==> src/sv/ngga_pkg.sv <==
// types, constants and helper functions of the gga sentence parser
package ngga_pkg;

	localparam int unsigned FRACTION_DIGITS_DEF = 5;
	localparam int unsigned MINS_W = 30;
	localparam int unsigned OUT_TDATA_W = 88;
	localparam logic [23:0] E7_SCALE = 24'd10000000;
	localparam logic [28:0] RECIP_15 = 29'd286331154;

	localparam logic [7:0] CH_DOLLAR = 8'h24;
	localparam logic [7:0] CH_COMMA = 8'h2C;
	localparam logic [7:0] CH_POINT = 8'h2E;
	localparam logic [7:0] CH_SOUTH = 8'h53;
	localparam logic [7:0] CH_WEST = 8'h57;

	localparam logic [2:0] PM_START = 3'd1;
	localparam logic [2:0] PM_DONE = 3'd6;
	localparam logic [2:0] PM_FAIL = 3'd7;

	localparam logic [3:0] FLD_TIME = 4'd1;
	localparam logic [3:0] FLD_LAT = 4'd2;
	localparam logic [3:0] FLD_NS = 4'd3;
	localparam logic [3:0] FLD_LON = 4'd4;
	localparam logic [3:0] FLD_EW = 4'd5;
	localparam logic [3:0] FLD_MAX = 4'd15;

	typedef logic [MINS_W-1:0] mins_t;

	typedef struct packed {
		logic       is_gga;
		logic [6:0] hour;
		logic [6:0] minute;
		logic [6:0] second;
		logic [6:0] lat_deg;
		mins_t      lat_mins;
		logic       lat_neg;
		logic [9:0] lon_deg;
		mins_t      lon_mins;
		logic       lon_neg;
	} snap_t;

	function automatic logic [23:0] pow10(input logic [2:0] n);
		logic [23:0] r;
		case (n)
			3'd0: r = 24'd1;
			3'd1: r = 24'd10;
			3'd2: r = 24'd100;
			3'd3: r = 24'd1000;
			3'd4: r = 24'd10000;
			3'd5: r = 24'd100000;
			3'd6: r = 24'd1000000;
			default: r = 24'd10000000;
		endcase
		return r;
	endfunction

	function automatic logic [7:0] prefix_char(input logic [2:0] idx);
		logic [7:0] r;
		case (idx)
			3'd1: r = 8'h47;
			3'd2: r = 8'h50;
			3'd3: r = 8'h47;
			3'd4: r = 8'h47;
			3'd5: r = 8'h41;
			default: r = CH_DOLLAR;
		endcase
		return r;
	endfunction

	function automatic logic is_ws(input logic [7:0] c);
		return c inside {8'h20, 8'h09, 8'h0A, 8'h0B, 8'h0C, 8'h0D};
	endfunction

endpackage

==> src/sv/ngga_parser.sv <==
// per-character sentence parser with snapshot register of a finished sentence
module ngga_parser #(
	parameter int unsigned FRACTION_DIGITS = ngga_pkg::FRACTION_DIGITS_DEF
) (
	input  logic              clk,
	input  logic              arst_n,
	input  logic              in_valid,
	output logic              in_ready,
	input  logic [7:0]        in_byte,
	output logic              snap_valid,
	input  logic              snap_ready,
	output ngga_pkg::snap_t   snap
);

	localparam logic [23:0] UNIT = ngga_pkg::pow10(3'(FRACTION_DIGITS));
	localparam int unsigned MIN_W = $clog2(100 * int'(UNIT));
	localparam int unsigned EXT_W = MIN_W + 4;
	localparam logic [EXT_W-1:0] CAP = EXT_W'(99 * int'(UNIT));

	logic             in_sentence_q, in_sentence_d;
	logic [2:0]       pm_q, pm_d;
	logic             prefix_ok_q, prefix_ok_d;
	logic [3:0]       field_q, field_d;
	logic [3:0]       pos_q, pos_d;
	logic [6:0]       hour_q, hour_d;
	logic [6:0]       minute_q, minute_d;
	logic [6:0]       second_q, second_d;
	logic [6:0]       lat_deg_q, lat_deg_d;
	logic [MIN_W-1:0] lat_min_q, lat_min_d;
	logic             lat_s_q, lat_s_d;
	logic [9:0]       lon_deg_q, lon_deg_d;
	logic [MIN_W-1:0] lon_min_q, lon_min_d;
	logic             lon_w_q, lon_w_d;
	logic             after_pt_q, after_pt_d;
	logic [2:0]       frac_q, frac_d;

	logic             snap_valid_s1;
	ngga_pkg::snap_t  snap_s1;

	logic             accept;
	logic             emit;
	logic             digit;
	logic [3:0]       d;
	logic [MIN_W-1:0] sel_min;
	logic [EXT_W-1:0] int_step;
	logic [MIN_W-1:0] frac_add;
	logic [MIN_W-1:0] min_new;
	logic             after_pt_new;
	logic [2:0]       frac_new;
	logic             deg_pos;

	assign in_ready = !snap_valid_s1 || snap_ready;
	assign accept = in_valid && in_ready;
	assign snap_valid = snap_valid_s1;
	assign snap = snap_s1;

	assign digit = in_byte inside {[8'h30:8'h39]};
	assign d = digit ? in_byte[3:0] : 4'd0;

	// minutes digit handling shared by the latitude and longitude fields
	assign sel_min = (field_q == ngga_pkg::FLD_LON) ? lon_min_q : lat_min_q;
	assign int_step = EXT_W'(sel_min) * EXT_W'(10) + EXT_W'(d) * EXT_W'(UNIT);
	assign frac_add = MIN_W'(d) *
		MIN_W'(ngga_pkg::pow10(3'(FRACTION_DIGITS - 1) - frac_q));
	assign deg_pos = (field_q == ngga_pkg::FLD_LON) ? (pos_q < 4'd3) : (pos_q < 4'd2);

	always_comb begin
		min_new = sel_min;
		after_pt_new = after_pt_q;
		frac_new = frac_q;
		if (!after_pt_q) begin
			if (in_byte == ngga_pkg::CH_POINT) begin
				after_pt_new = 1'b1;
			end else if (digit) begin
				min_new = (int_step > CAP) ? MIN_W'(CAP) : MIN_W'(int_step);
			end
		end else if (digit && frac_q < 3'(FRACTION_DIGITS)) begin
			min_new = sel_min + frac_add;
			frac_new = frac_q + 3'd1;
		end
	end

	always_comb begin
		in_sentence_d = in_sentence_q;
		pm_d = pm_q;
		prefix_ok_d = prefix_ok_q;
		field_d = field_q;
		pos_d = pos_q;
		hour_d = hour_q;
		minute_d = minute_q;
		second_d = second_q;
		lat_deg_d = lat_deg_q;
		lat_min_d = lat_min_q;
		lat_s_d = lat_s_q;
		lon_deg_d = lon_deg_q;
		lon_min_d = lon_min_q;
		lon_w_d = lon_w_q;
		after_pt_d = after_pt_q;
		frac_d = frac_q;
		emit = 1'b0;
		if (accept && (in_byte == ngga_pkg::CH_DOLLAR || (in_sentence_q &&
				ngga_pkg::is_ws(in_byte)))) begin
			// sentence start or end clears all sentence state
			pm_d = '0;
			prefix_ok_d = 1'b0;
			field_d = '0;
			pos_d = '0;
			hour_d = '0;
			minute_d = '0;
			second_d = '0;
			lat_deg_d = '0;
			lat_min_d = '0;
			lat_s_d = 1'b0;
			lon_deg_d = '0;
			lon_min_d = '0;
			lon_w_d = 1'b0;
			after_pt_d = 1'b0;
			frac_d = '0;
			if (in_byte == ngga_pkg::CH_DOLLAR) begin
				in_sentence_d = 1'b1;
				pm_d = ngga_pkg::PM_START;
			end else begin
				in_sentence_d = 1'b0;
				emit = 1'b1;
			end
		end else if (accept && in_sentence_q) begin
			if (pm_q != 3'd0 && pm_q < ngga_pkg::PM_DONE) begin
				if (in_byte == ngga_pkg::prefix_char(pm_q)) begin
					pm_d = pm_q + 3'd1;
					if (pm_q == ngga_pkg::PM_DONE - 3'd1) begin
						prefix_ok_d = 1'b1;
					end
				end else begin
					pm_d = ngga_pkg::PM_FAIL;
				end
			end
			if (in_byte == ngga_pkg::CH_COMMA) begin
				if (field_q != ngga_pkg::FLD_MAX) begin
					field_d = field_q + 4'd1;
				end
				pos_d = '0;
				after_pt_d = 1'b0;
				frac_d = '0;
			end else begin
				case (field_q)
					ngga_pkg::FLD_TIME: begin
						if (digit && pos_q < 4'd2) begin
							hour_d = hour_q * 7'd10 + 7'(d);
						end else if (digit && pos_q < 4'd4) begin
							minute_d = minute_q * 7'd10 + 7'(d);
						end else if (digit && pos_q < 4'd6) begin
							second_d = second_q * 7'd10 + 7'(d);
						end
					end
					ngga_pkg::FLD_LAT: begin
						if (deg_pos) begin
							if (digit) begin
								lat_deg_d = lat_deg_q * 7'd10 + 7'(d);
							end
						end else begin
							lat_min_d = min_new;
							after_pt_d = after_pt_new;
							frac_d = frac_new;
						end
					end
					ngga_pkg::FLD_NS: begin
						if (pos_q == 4'd0 && in_byte == ngga_pkg::CH_SOUTH) begin
							lat_s_d = 1'b1;
						end
					end
					ngga_pkg::FLD_LON: begin
						if (deg_pos) begin
							if (digit) begin
								lon_deg_d = lon_deg_q * 10'd10 + 10'(d);
							end
						end else begin
							lon_min_d = min_new;
							after_pt_d = after_pt_new;
							frac_d = frac_new;
						end
					end
					ngga_pkg::FLD_EW: begin
						if (pos_q == 4'd0 && in_byte == ngga_pkg::CH_WEST) begin
							lon_w_d = 1'b1;
						end
					end
					default: begin
					end
				endcase
				if (pos_q != 4'd15) begin
					pos_d = pos_q + 4'd1;
				end
			end
		end
	end

	always_ff @(posedge clk or negedge arst_n) begin
		if (!arst_n) begin
			in_sentence_q <= 1'b0;
			pm_q <= '0;
			prefix_ok_q <= 1'b0;
			field_q <= '0;
			pos_q <= '0;
			hour_q <= '0;
			minute_q <= '0;
			second_q <= '0;
			lat_deg_q <= '0;
			lat_min_q <= '0;
			lat_s_q <= 1'b0;
			lon_deg_q <= '0;
			lon_min_q <= '0;
			lon_w_q <= 1'b0;
			after_pt_q <= 1'b0;
			frac_q <= '0;
			snap_valid_s1 <= 1'b0;
		end else begin
			in_sentence_q <= in_sentence_d;
			pm_q <= pm_d;
			prefix_ok_q <= prefix_ok_d;
			field_q <= field_d;
			pos_q <= pos_d;
			hour_q <= hour_d;
			minute_q <= minute_d;
			second_q <= second_d;
			lat_deg_q <= lat_deg_d;
			lat_min_q <= lat_min_d;
			lat_s_q <= lat_s_d;
			lon_deg_q <= lon_deg_d;
			lon_min_q <= lon_min_d;
			lon_w_q <= lon_w_d;
			after_pt_q <= after_pt_d;
			frac_q <= frac_d;
			if (emit) begin
				snap_valid_s1 <= 1'b1;
			end else if (snap_ready) begin
				snap_valid_s1 <= 1'b0;
			end
		end
	end

	// non-gga sentences report all zero
	always_ff @(posedge clk) begin
		if (emit) begin
			snap_s1.is_gga <= prefix_ok_q;
			snap_s1.hour <= prefix_ok_q ? hour_q : 7'd0;
			snap_s1.minute <= prefix_ok_q ? minute_q : 7'd0;
			snap_s1.second <= prefix_ok_q ? second_q : 7'd0;
			snap_s1.lat_deg <= prefix_ok_q ? lat_deg_q : 7'd0;
			snap_s1.lat_mins <= prefix_ok_q ? ngga_pkg::mins_t'(lat_min_q) : '0;
			snap_s1.lat_neg <= prefix_ok_q && lat_s_q;
			snap_s1.lon_deg <= prefix_ok_q ? lon_deg_q : 10'd0;
			snap_s1.lon_mins <= prefix_ok_q ? ngga_pkg::mins_t'(lon_min_q) : '0;
			snap_s1.lon_neg <= prefix_ok_q && lon_w_q;
		end
	end

endmodule

==> src/sv/ngga_convert.sv <==
// pipeline turning degrees and scaled minutes into signed 1e-7 degree units
module ngga_convert #(
	parameter int unsigned FRACTION_DIGITS = ngga_pkg::FRACTION_DIGITS_DEF
) (
	input  logic                              clk,
	input  logic                              arst_n,
	input  logic                              in_valid,
	output logic                              in_ready,
	input  ngga_pkg::snap_t                   snap,
	output logic                              out_valid,
	input  logic                              out_ready,
	output logic                              out_gga,
	output logic [ngga_pkg::OUT_TDATA_W-1:0]  out_data
);

	localparam int unsigned X_W = ngga_pkg::MINS_W;
	localparam logic [23:0] SCALE = ngga_pkg::pow10(3'(7 - FRACTION_DIGITS));

	logic        v_s2, v_s3, out_v_q;
	logic        rdy_s2, rdy_s3, rdy_o;

	logic        gga_s2, gga_s3;
	logic [20:0] hms_s2, hms_s3;
	logic        lat_neg_s2, lat_neg_s3, lon_neg_s2, lon_neg_s3;
	logic [34:0] lat_e7_s2, lat_e7_s3, lon_e7_s2, lon_e7_s3;
	logic [X_W-1:0] lat_x_s2, lon_x_s2;
	logic [24:0] lat_q_s3, lon_q_s3;

	logic [56:0] lat_p, lon_p;
	logic [34:0] lat_mag, lon_mag, lat_val, lon_val;

	logic        gga_q;
	logic [ngga_pkg::OUT_TDATA_W-1:0] data_q;

	assign rdy_o = !out_v_q || out_ready;
	assign rdy_s3 = !v_s3 || rdy_o;
	assign rdy_s2 = !v_s2 || rdy_s3;
	assign in_ready = rdy_s2;

	// floor(x / 60) as floor((x >> 2) / 15) by reciprocal
	assign lat_p = 57'(lat_x_s2[X_W-1:2]) * 57'(ngga_pkg::RECIP_15);
	assign lon_p = 57'(lon_x_s2[X_W-1:2]) * 57'(ngga_pkg::RECIP_15);

	assign lat_mag = lat_e7_s3 + 35'(lat_q_s3);
	assign lon_mag = lon_e7_s3 + 35'(lon_q_s3);
	assign lat_val = lat_neg_s3 ? 35'd0 - lat_mag : lat_mag;
	assign lon_val = lon_neg_s3 ? 35'd0 - lon_mag : lon_mag;

	always_ff @(posedge clk or negedge arst_n) begin
		if (!arst_n) begin
			v_s2 <= 1'b0;
			v_s3 <= 1'b0;
			out_v_q <= 1'b0;
		end else begin
			if (rdy_s2) begin
				v_s2 <= in_valid;
			end
			if (rdy_s3) begin
				v_s3 <= v_s2;
			end
			if (rdy_o) begin
				out_v_q <= v_s3;
			end
		end
	end

	always_ff @(posedge clk) begin
		if (rdy_s2 && in_valid) begin
			gga_s2 <= snap.is_gga;
			hms_s2 <= {snap.second, snap.minute, snap.hour};
			lat_neg_s2 <= snap.lat_neg;
			lon_neg_s2 <= snap.lon_neg;
			lat_e7_s2 <= 35'(snap.lat_deg) * 35'(ngga_pkg::E7_SCALE);
			lon_e7_s2 <= 35'(snap.lon_deg) * 35'(ngga_pkg::E7_SCALE);
			lat_x_s2 <= X_W'(snap.lat_mins) * X_W'(SCALE);
			lon_x_s2 <= X_W'(snap.lon_mins) * X_W'(SCALE);
		end
		if (rdy_s3 && v_s2) begin
			gga_s3 <= gga_s2;
			hms_s3 <= hms_s2;
			lat_neg_s3 <= lat_neg_s2;
			lon_neg_s3 <= lon_neg_s2;
			lat_e7_s3 <= lat_e7_s2;
			lon_e7_s3 <= lon_e7_s2;
			lat_q_s3 <= lat_p[56:32];
			lon_q_s3 <= lon_p[56:32];
		end
		if (rdy_o && v_s3) begin
			gga_q <= gga_s3;
			data_q <= {1'b0, lon_val, lat_val[30:0], hms_s3};
		end
	end

	assign out_valid = out_v_q;
	assign out_gga = gga_q;
	assign out_data = data_q;

endmodule

==> src/sv/nmea_gga_position_parser.sv <==
// top level of the nmea gga position parser
// Takes one NMEA character per cycle on s_axis and never stalls the stream
// unless the four result slots (snapshot, two conversion stages and the output
// register) are all full. A '$' starts a sentence and a whitespace byte ends
// it; the end of each sentence produces one result on m_axis: the snapshot
// register loads on the edge that accepts the whitespace byte, then the minutes
// scaling multiply, the divide-by-60 reciprocal multiply and the output
// register follow as registered stages in turn. tuser is 1 for a $GPGGA sentence; any
// other sentence returns zeros. Position comes out as signed 1e-7 degree units,
// minutes kept to FRACTION_DIGITS decimal places.
module nmea_gga_position_parser #(
	parameter int unsigned FRACTION_DIGITS = ngga_pkg::FRACTION_DIGITS_DEF
) (
	input  logic                              clk,
	input  logic                              arst_n,
	input  logic                              s_axis_tvalid,
	output logic                              s_axis_tready,
	input  logic [7:0]                        s_axis_tdata,   // rx_byte
	output logic                              m_axis_tvalid,
	input  logic                              m_axis_tready,
	// utc_hour, utc_minute, utc_second, latitude_e7, longitude_e7, zero pad
	output logic [ngga_pkg::OUT_TDATA_W-1:0]  m_axis_tdata,
	output logic                              m_axis_tuser    // is_gga
);

	logic            snap_valid;
	logic            snap_ready;
	ngga_pkg::snap_t snap;

	ngga_parser #(
		.FRACTION_DIGITS(FRACTION_DIGITS)
	) u_parser (
		.clk       (clk),
		.arst_n    (arst_n),
		.in_valid  (s_axis_tvalid),
		.in_ready  (s_axis_tready),
		.in_byte   (s_axis_tdata),
		.snap_valid(snap_valid),
		.snap_ready(snap_ready),
		.snap      (snap)
	);

	ngga_convert #(
		.FRACTION_DIGITS(FRACTION_DIGITS)
	) u_convert (
		.clk      (clk),
		.arst_n   (arst_n),
		.in_valid (snap_valid),
		.in_ready (snap_ready),
		.snap     (snap),
		.out_valid(m_axis_tvalid),
		.out_ready(m_axis_tready),
		.out_gga  (m_axis_tuser),
		.out_data (m_axis_tdata)
	);

endmodule

==> config.mk <==
export PLATFORM = sky130hd
export DESIGN_NAME = nmea_gga_position_parser
export DESIGN_NICKNAME = d
export VERILOG_FILES = /design/src/sv/ngga_pkg.sv /design/src/sv/ngga_parser.sv /design/src/sv/ngga_convert.sv /design/src/sv/nmea_gga_position_parser.sv
export SDC_FILE = /design/constraint.sdc
export NUM_CORES = 2
export LEC_CHECK = 0
export BUFFER_PORTS_ARGS = -buffer_cell sky130_fd_sc_hd__buf_2
export CORE_MARGIN = 2
export CORE_UTILIZATION = 40
export DETAILED_ROUTE_END_ITERATION = 8
export PLACE_DENSITY = 0.6
export SYNTH_ARGS = -nofsm -noshare
export SYNTH_HDL_FRONTEND = slang
export SYNTH_SLANG_ARGS = --single-unit
==> constraint.sdc <==
create_clock -name clk -period 18.22 [get_ports clk]
set_input_delay 2.733 -clock clk [delete_from_list [all_inputs] [get_ports clk]]
set_output_delay 2.733 -clock clk [all_outputs]
set_load 0.02 [all_outputs]
# Word level (Yosys, flattened, before mapping)
# Cells that the tools add are included.
# op_classes
bitwise_logic	0
reduce_logical	70
multipliers	14
eq_ne	35
add_sub_neg	16
n_lt_le_gt_ge	9
shift	0
div_mod_pow	0
n_mux	101
# op_table
operator	count
24-bit two-way mux	15
7-bit two-way mux	24
24-bit case mux with 7 select lines	1
28-bit by 28-bit multiplier with 56-bit output (second input constant)	2
30-bit by 5-bit multiplier with 28-bit output (second input constant)	2
10-bit two-way mux	6
8-bit by 4-bit == test with 1-bit output (second input constant)	5
2-bit nonzero test	19
4-bit two-way mux	9
34-bit by 25-bit adder with 35-bit output	1
35-bit two-way mux	1
1-bit by 35-bit subtractor with 35-bit output (first input constant)	1
3-bit two-way mux	11
8-bit by 6-bit == test with 1-bit output (second input constant)	4
31-bit by 25-bit adder with 31-bit output	1
31-bit two-way mux	1
1-bit by 31-bit subtractor with 31-bit output (first input constant)	1
1-bit two-way mux	29
28-bit by 21-bit adder with 28-bit output	1
7-bit by 4-bit adder with 7-bit output	4
28-bit by 24-bit greater-than comparator with 1-bit output (second input constant)	1
7-bit by 3-bit multiplier with 6-bit output (second input constant)	4
10-bit by 17-bit multiplier with 27-bit output (second input constant)	1
24-bit by 3-bit multiplier with 27-bit output (second input constant)	1
other kinds (42)	100
# totals
n_memories	0
mem_bits_rw	0
mem_bits_ro	0
elab_cells	295
latch_bits	0
regBits	554

# Longest topological paths before layout
# depth
word_depth	15
ltp_mapped	33
depth_no_buf	28

# Cells and area by module
# From an unflattened synthesis, not the netlist that was laid out.
# hier_totals
hier_cells	5367
hier_area_um2	54140.7
# by_module_without_submodules
mod	instances	area_per_inst_um2	cells_each
ngga_convert	1	37652.4	3565
ngga_parser	1	16488.3	1802

# Least setup slack after synthesis
# No wires, ideal clock.
# synth_timing
path_kind	input to register
from	input s_axis_tdata[5]
to	register u_parser.snap_s1, in the netlist u_parser.snap[0], enable pin
path_buffers	0
setup_ps	669
required_time_ps	17551
t_arrival_ps	10008
cell_stages	5
path_slack_ps	7543
cell_sequence	nor2b_1 > and3_1 > nor2b_1 > a21oi_1 > nor3b_1
# synth_via
elab_chain_cells	6
elab_cells_between_ends	13
# synth_rtl
item	line	source
from (decl)	nmea_gga_position_parser.sv:18	input logic [7:0] s_axis_tdata,
8-bit by 6-bit == test with 1-bit output / 8-bit by 4-bit == test with 1-bit output (equally long branches)	ngga_pkg.sv:71	return c inside {8'h20, 8'h09, 8'h0A, 8'h0B, 8'h0C, 8'h0D};
6-bit nonzero test	ngga_pkg.sv:71	
1-bit logical AND	ngga_parser.sv:101	if (accept && (in_byte == ngga_pkg::CH_DOLLAR || (in_sentence_q &&
1-bit logical OR	ngga_parser.sv:101	
1-bit logical AND	ngga_parser.sv:101	
1-bit two-way mux *	ngga_parser.sv:101	
net u_parser.emit	ngga_parser.sv:41	logic emit;
to (decl)	ngga_parser.sv:38	ngga_pkg::snap_t snap_s1;
# The timed path passes the listed nets; every way through them passes the cells marked *.
# A chain may end at the register's enable or synchronous reset.

# Worst setup path after layout
# layout_timing
from	input s_axis_tdata[2]
to	register u_parser.lat_min_q[11]
# layout_via
elab_chain_cells	15
elab_cells_between_ends	38
# layout_rtl
item	line	source
8-bit by 6-bit >= comparator with 1-bit output / 8-bit by 6-bit less-or-equal comparator with 1-bit output (equally long branches)	ngga_parser.sv:57	assign digit = in_byte inside {[8'h30:8'h39]};
1-bit logical AND	ngga_parser.sv:57	
4-bit two-way mux	ngga_parser.sv:58	assign d = digit ? in_byte[3:0] : 4'd0;
4-bit by 12-bit multiplier with 16-bit output	ngga_parser.sv:62	assign int_step = EXT_W'(sel_min) * EXT_W'(10) + EXT_W'(d) * EXT_W'(UNIT);
28-bit by 21-bit adder with 28-bit output	ngga_parser.sv:62	
28-bit by 24-bit greater-than comparator with 1-bit output	ngga_parser.sv:75	min_new = (int_step > CAP) ? MIN_W'(CAP) : MIN_W'(int_step);
24-bit two-way mux	ngga_parser.sv:75	
24-bit two-way mux	ngga_parser.sv:74	end else if (digit) begin
24-bit two-way mux	ngga_parser.sv:72	if (in_byte == ngga_pkg::CH_POINT) begin
24-bit two-way mux	ngga_parser.sv:71	if (!after_pt_q) begin
24-bit two-way mux	ngga_parser.sv:156	if (deg_pos) begin
24-bit two-way mux	ngga_parser.sv:145	case (field_q)
24-bit two-way mux	ngga_parser.sv:137	if (in_byte == ngga_pkg::CH_COMMA) begin
24-bit two-way mux	ngga_parser.sv:126	end else if (accept && in_sentence_q) begin
24-bit two-way mux	ngga_parser.sv:101	
to (signal assigned)	ngga_parser.sv:226	lat_min_q <= lat_min_d;
to (decl)	ngga_parser.sv:29	logic [MIN_W-1:0] lat_min_q, lat_min_d;
# Several ways; a longest one is shown, not always the timed one. The select of a mux whose other input is x is not followed.

==> results.cfg <==
[run_status]
status = completed

[layout]
nets = 6554
drive_gt1_frac = 0.06616
area_growth_pct = 9.268
postLayoutCoreUtil = 0.4404

[synth]
syn_inst = 5120
synthArstFlopShare = 0.2011
yosysWarnings = 0
avgSynthCellArea_um2 = 10.35
syn-num-nets = 6441
synth_edf_count = 433
yosysUniqueCellTypes = 107
ys_seq_elements = 542
ys_seq_area_frac = 0.2969
synth_flop_cell = edfxtp_1
syn_area_mm2 = 0.05299

[detailed_routing]
drtPass1Iterations = 7
drc_errors = 0
wl_mm = 117.2
drt_iter0_markers = 1973
avgViaCountPerCell = 5.029
vias = 35460
routedWlPerCell_um = 16.62
ant_nets = 0

[worst_setup_path]
required_ns = 18.75
cp-start-kind = primary input
path_common_cell = ha_1
cp_slowest_stage_delay_ns = 0.72
critPathMaxFanout = 21
critPathSlowestCell = and4_1
crit_family = compound AO/OA/AOI/OAI gates
crit_arrival_ns = 9.63
worst-path-buf-inv = 5
criticalPathCategory = in2reg
end_kind = flip-flop

[power]
p_per_area_mw_per_mm2 = 49.17
leakagePower_uw = 0.02869
ir_drop_mv = 0.05235

[sta]
finalCritPeriodShare = 0.4989
hold_viol_final = 0
worst_slew_pin_slew_ns = 1.063
setup_ws_ns = 9.130
drv_slew = 0
slew-limit-headroom = 0.2911
rsz0062_at_grt = false
whs_ns = 0.4074
max_freq_mhz = 110.0
timing.final.crit_period_ns = 9.090
finalSetupViolCount = 0
finClkSkew_ns = 0.02537
tns_ns = 0

[placement]
portBuffers = 101
place_ws_ns = 8.534
gp_congestion = 0.8904
dp_hpwl_mm = 94.62

[global_route]
grt_usage = 0.1757
grt_max_degree = 90
antenna_found_initial = 1
grt_pass1_wl_mm = 192.3
overflow = 0
grt_pass1_vias = 35790

[cts]
cts_num_sinks = 542
cts_tree = built
clockBufferDepth = 3
cts_hold_repair.buffers = 0
cts_buffers = 70
ctsHtreeMaxLevel = 3
clkTransAtPathRegs_ns = 0.06
cts_resized = 0
root_buffer = clkbuf_16
cts_setup_buffers = 0
worstSkewPairLatency_ns = 0.66

[die]
die_h_um = 368.0
die-area_mm2 = 0.1354
design.core.area_mm2 = 0.1315
io_pins = 103
fp.dieW_um = 368.0
initial_core_util = 0.4031
rows = 133

[flow_run]
drv_cap = 0

[hold_path]
hold_class = reg2reg
==> metal layers <==
layer | up-vias | part of all wire | global-route usage
met5 | - | 0 | 0
met4 | 0 | 0.020 | 0.04686
met3 | 124 | 0.045 | 0.01916
met2 | 621 | 0.46 | 0.2833
met1 | 17025 | 0.48 | 0.2505
li1 | 17690 | - | -
==> metrics by stage <==
stage                     instances  power [uW]  cell area (um^2)
final                          7051        2847             57900
after global routing           7045        2953             57880
after CTS                      7045        2892             57880
after detailed placement       6916        1458             55520
after global placement         6916        1457             55520
after floorplan                5120        1430             52990
==> cells in the final DEF, fill, tap and decap left out, types with 11 or more instances in the layout <==
cell        synthesis  layout
a31oi_1            33      33
nor2_1            197     197
mux2i_1            15      15
dfrtp_1           109     108
nor3_1             53      53
nand4_1            19      19
edfxtp_1          433     433
and2_1            117     115
buf_4               5      32
a211oi_1           27      27
nand3_1            78      78
nand3b_1           12      12
buf_2               1     100
o211ai_1           20      20
nor2b_1            30      29
o21ai_0           170     169
o21bai_1           30      30
fa_1              385     385
mux2_2             17      17
xor2_1             93      93
a21o_1             92      92
nand2b_1           48      48
o31ai_1            62      62
or2_2              21      21
clkinvlp_4          0      11
o21ai_1            21      22
clkbuf_16           0      72
inv_1             957     957
nand2_1           304     304
a21oi_1           220     219
ha_1              924     924
xnor2_1           244     244
or3_1              21      21
a31o_2             15      15
clkinv_2            0      15
and3_1             29      29
o21a_1             31      31
==> synthesized netlist by cell type (29+ instances only) <==
master    instances  share of area
inv_1           957          0.068
ha_1            924           0.22
edfxtp_1        433           0.25
fa_1            385           0.15
nand2_1         304          0.022
xnor2_1         244          0.040
a21oi_1         220          0.021
nor2_1          197          0.014
o21ai_0         170          0.016
and2_1          117          0.014
dfrtp_1         109          0.051
xor2_1           93          0.015
a21o_1           92          0.013
nand3_1          78         0.0074
clkbuf_1         69         0.0049
o31ai_1          62         0.0088
nor3_1           53         0.0050
nand2b_1         48         0.0057
a31oi_1          33         0.0039
o21a_1           31         0.0044
nor2b_1          30         0.0035
o21bai_1         30         0.0043
and3_1           29         0.0034
==> cell type report <==
class / instances / area, um^2
clock inverters: 51 / 524.3
multi-input cells: 3527 / 33250
repair buffers: 132 / 740.7
well taps: 1755 / 2196
clock buffers: 78 / 1834
flip-flops and latches: 542 / 15730
fillers: 12597 / 73570
diodes: 6 / 15.01
inverters: 960 / 3603
==> worst paths after layout <==
| check | startpoint | to | slack [ns] | depth (start not counted) |
|---|---|---|---|---|
| max in group asynchronous | arst_n | u_parser.lon_min_q[15] | 14.68 | 2 |
| min reg2reg | u_convert.hms_s2[11] | u_convert.hms_s3[11] | 0.41 | 0 |
| min | u_convert.hms_s2[11] | u_convert.hms_s3[11] | 0.41 | 0 |
| max reg2reg | u_parser.field_q[0] | u_parser.lat_min_q[11] | 10.92 | 26 |
| max | s_axis_tdata[2] | u_parser.lat_min_q[11] | 9.13 | 27 |
| min in group asynchronous | arst_n | u_parser.in_sentence_q | 2.08 | 1 |
==> power by group <==
part / total [uW] / switching (uW) / internal (uW)
sequential: 1340 / 9.86 / 1330
combinational: 94.8 / 57.7 / 37.1
clock: 1410 / 588 / 825
==> flip-flops by register name, indices dropped and copies added, names as in the netlist, 10 cells and up <==
signal	flops
u_convert.hms_s2	21
u_convert.hms_s3	21
u_convert.lat_e7_s2	24
u_convert.lat_e7_s3	24
u_convert.lat_q_s3	25
u_convert.lat_x_s2	28
u_convert.lon_e7_s2	27
u_convert.lon_e7_s3	27
u_convert.lon_q_s3	25
u_convert.lon_x_s2	28
u_convert.out_data	87
u_parser.lat_min_q	24
u_parser.lon_deg_q	10
u_parser.lon_min_q	24
u_parser.snap	89
==> cell families (layout without fill, tap and decap cells) <==
| family | after synthesis | in the layout | synth area share |
|---|---|---|---|
| compound gates | 865 | 865 | 0.1092 |
| xor+xnor | 337 | 337 | 0.05570 |
| fa+ha+maj | 1312 | 1312 | 0.3642 |
| buf+inv | 1051 | 1221 | 0.07622 |
| flops | 542 | 542 | 0.2969 |
| mux | 32 | 32 | 0.006446 |
| other cells | 1 | 7 | 0.00007077 |
| simple gates | 980 | 980 | 0.09127 |
Power figures use the tool's default switching activity.
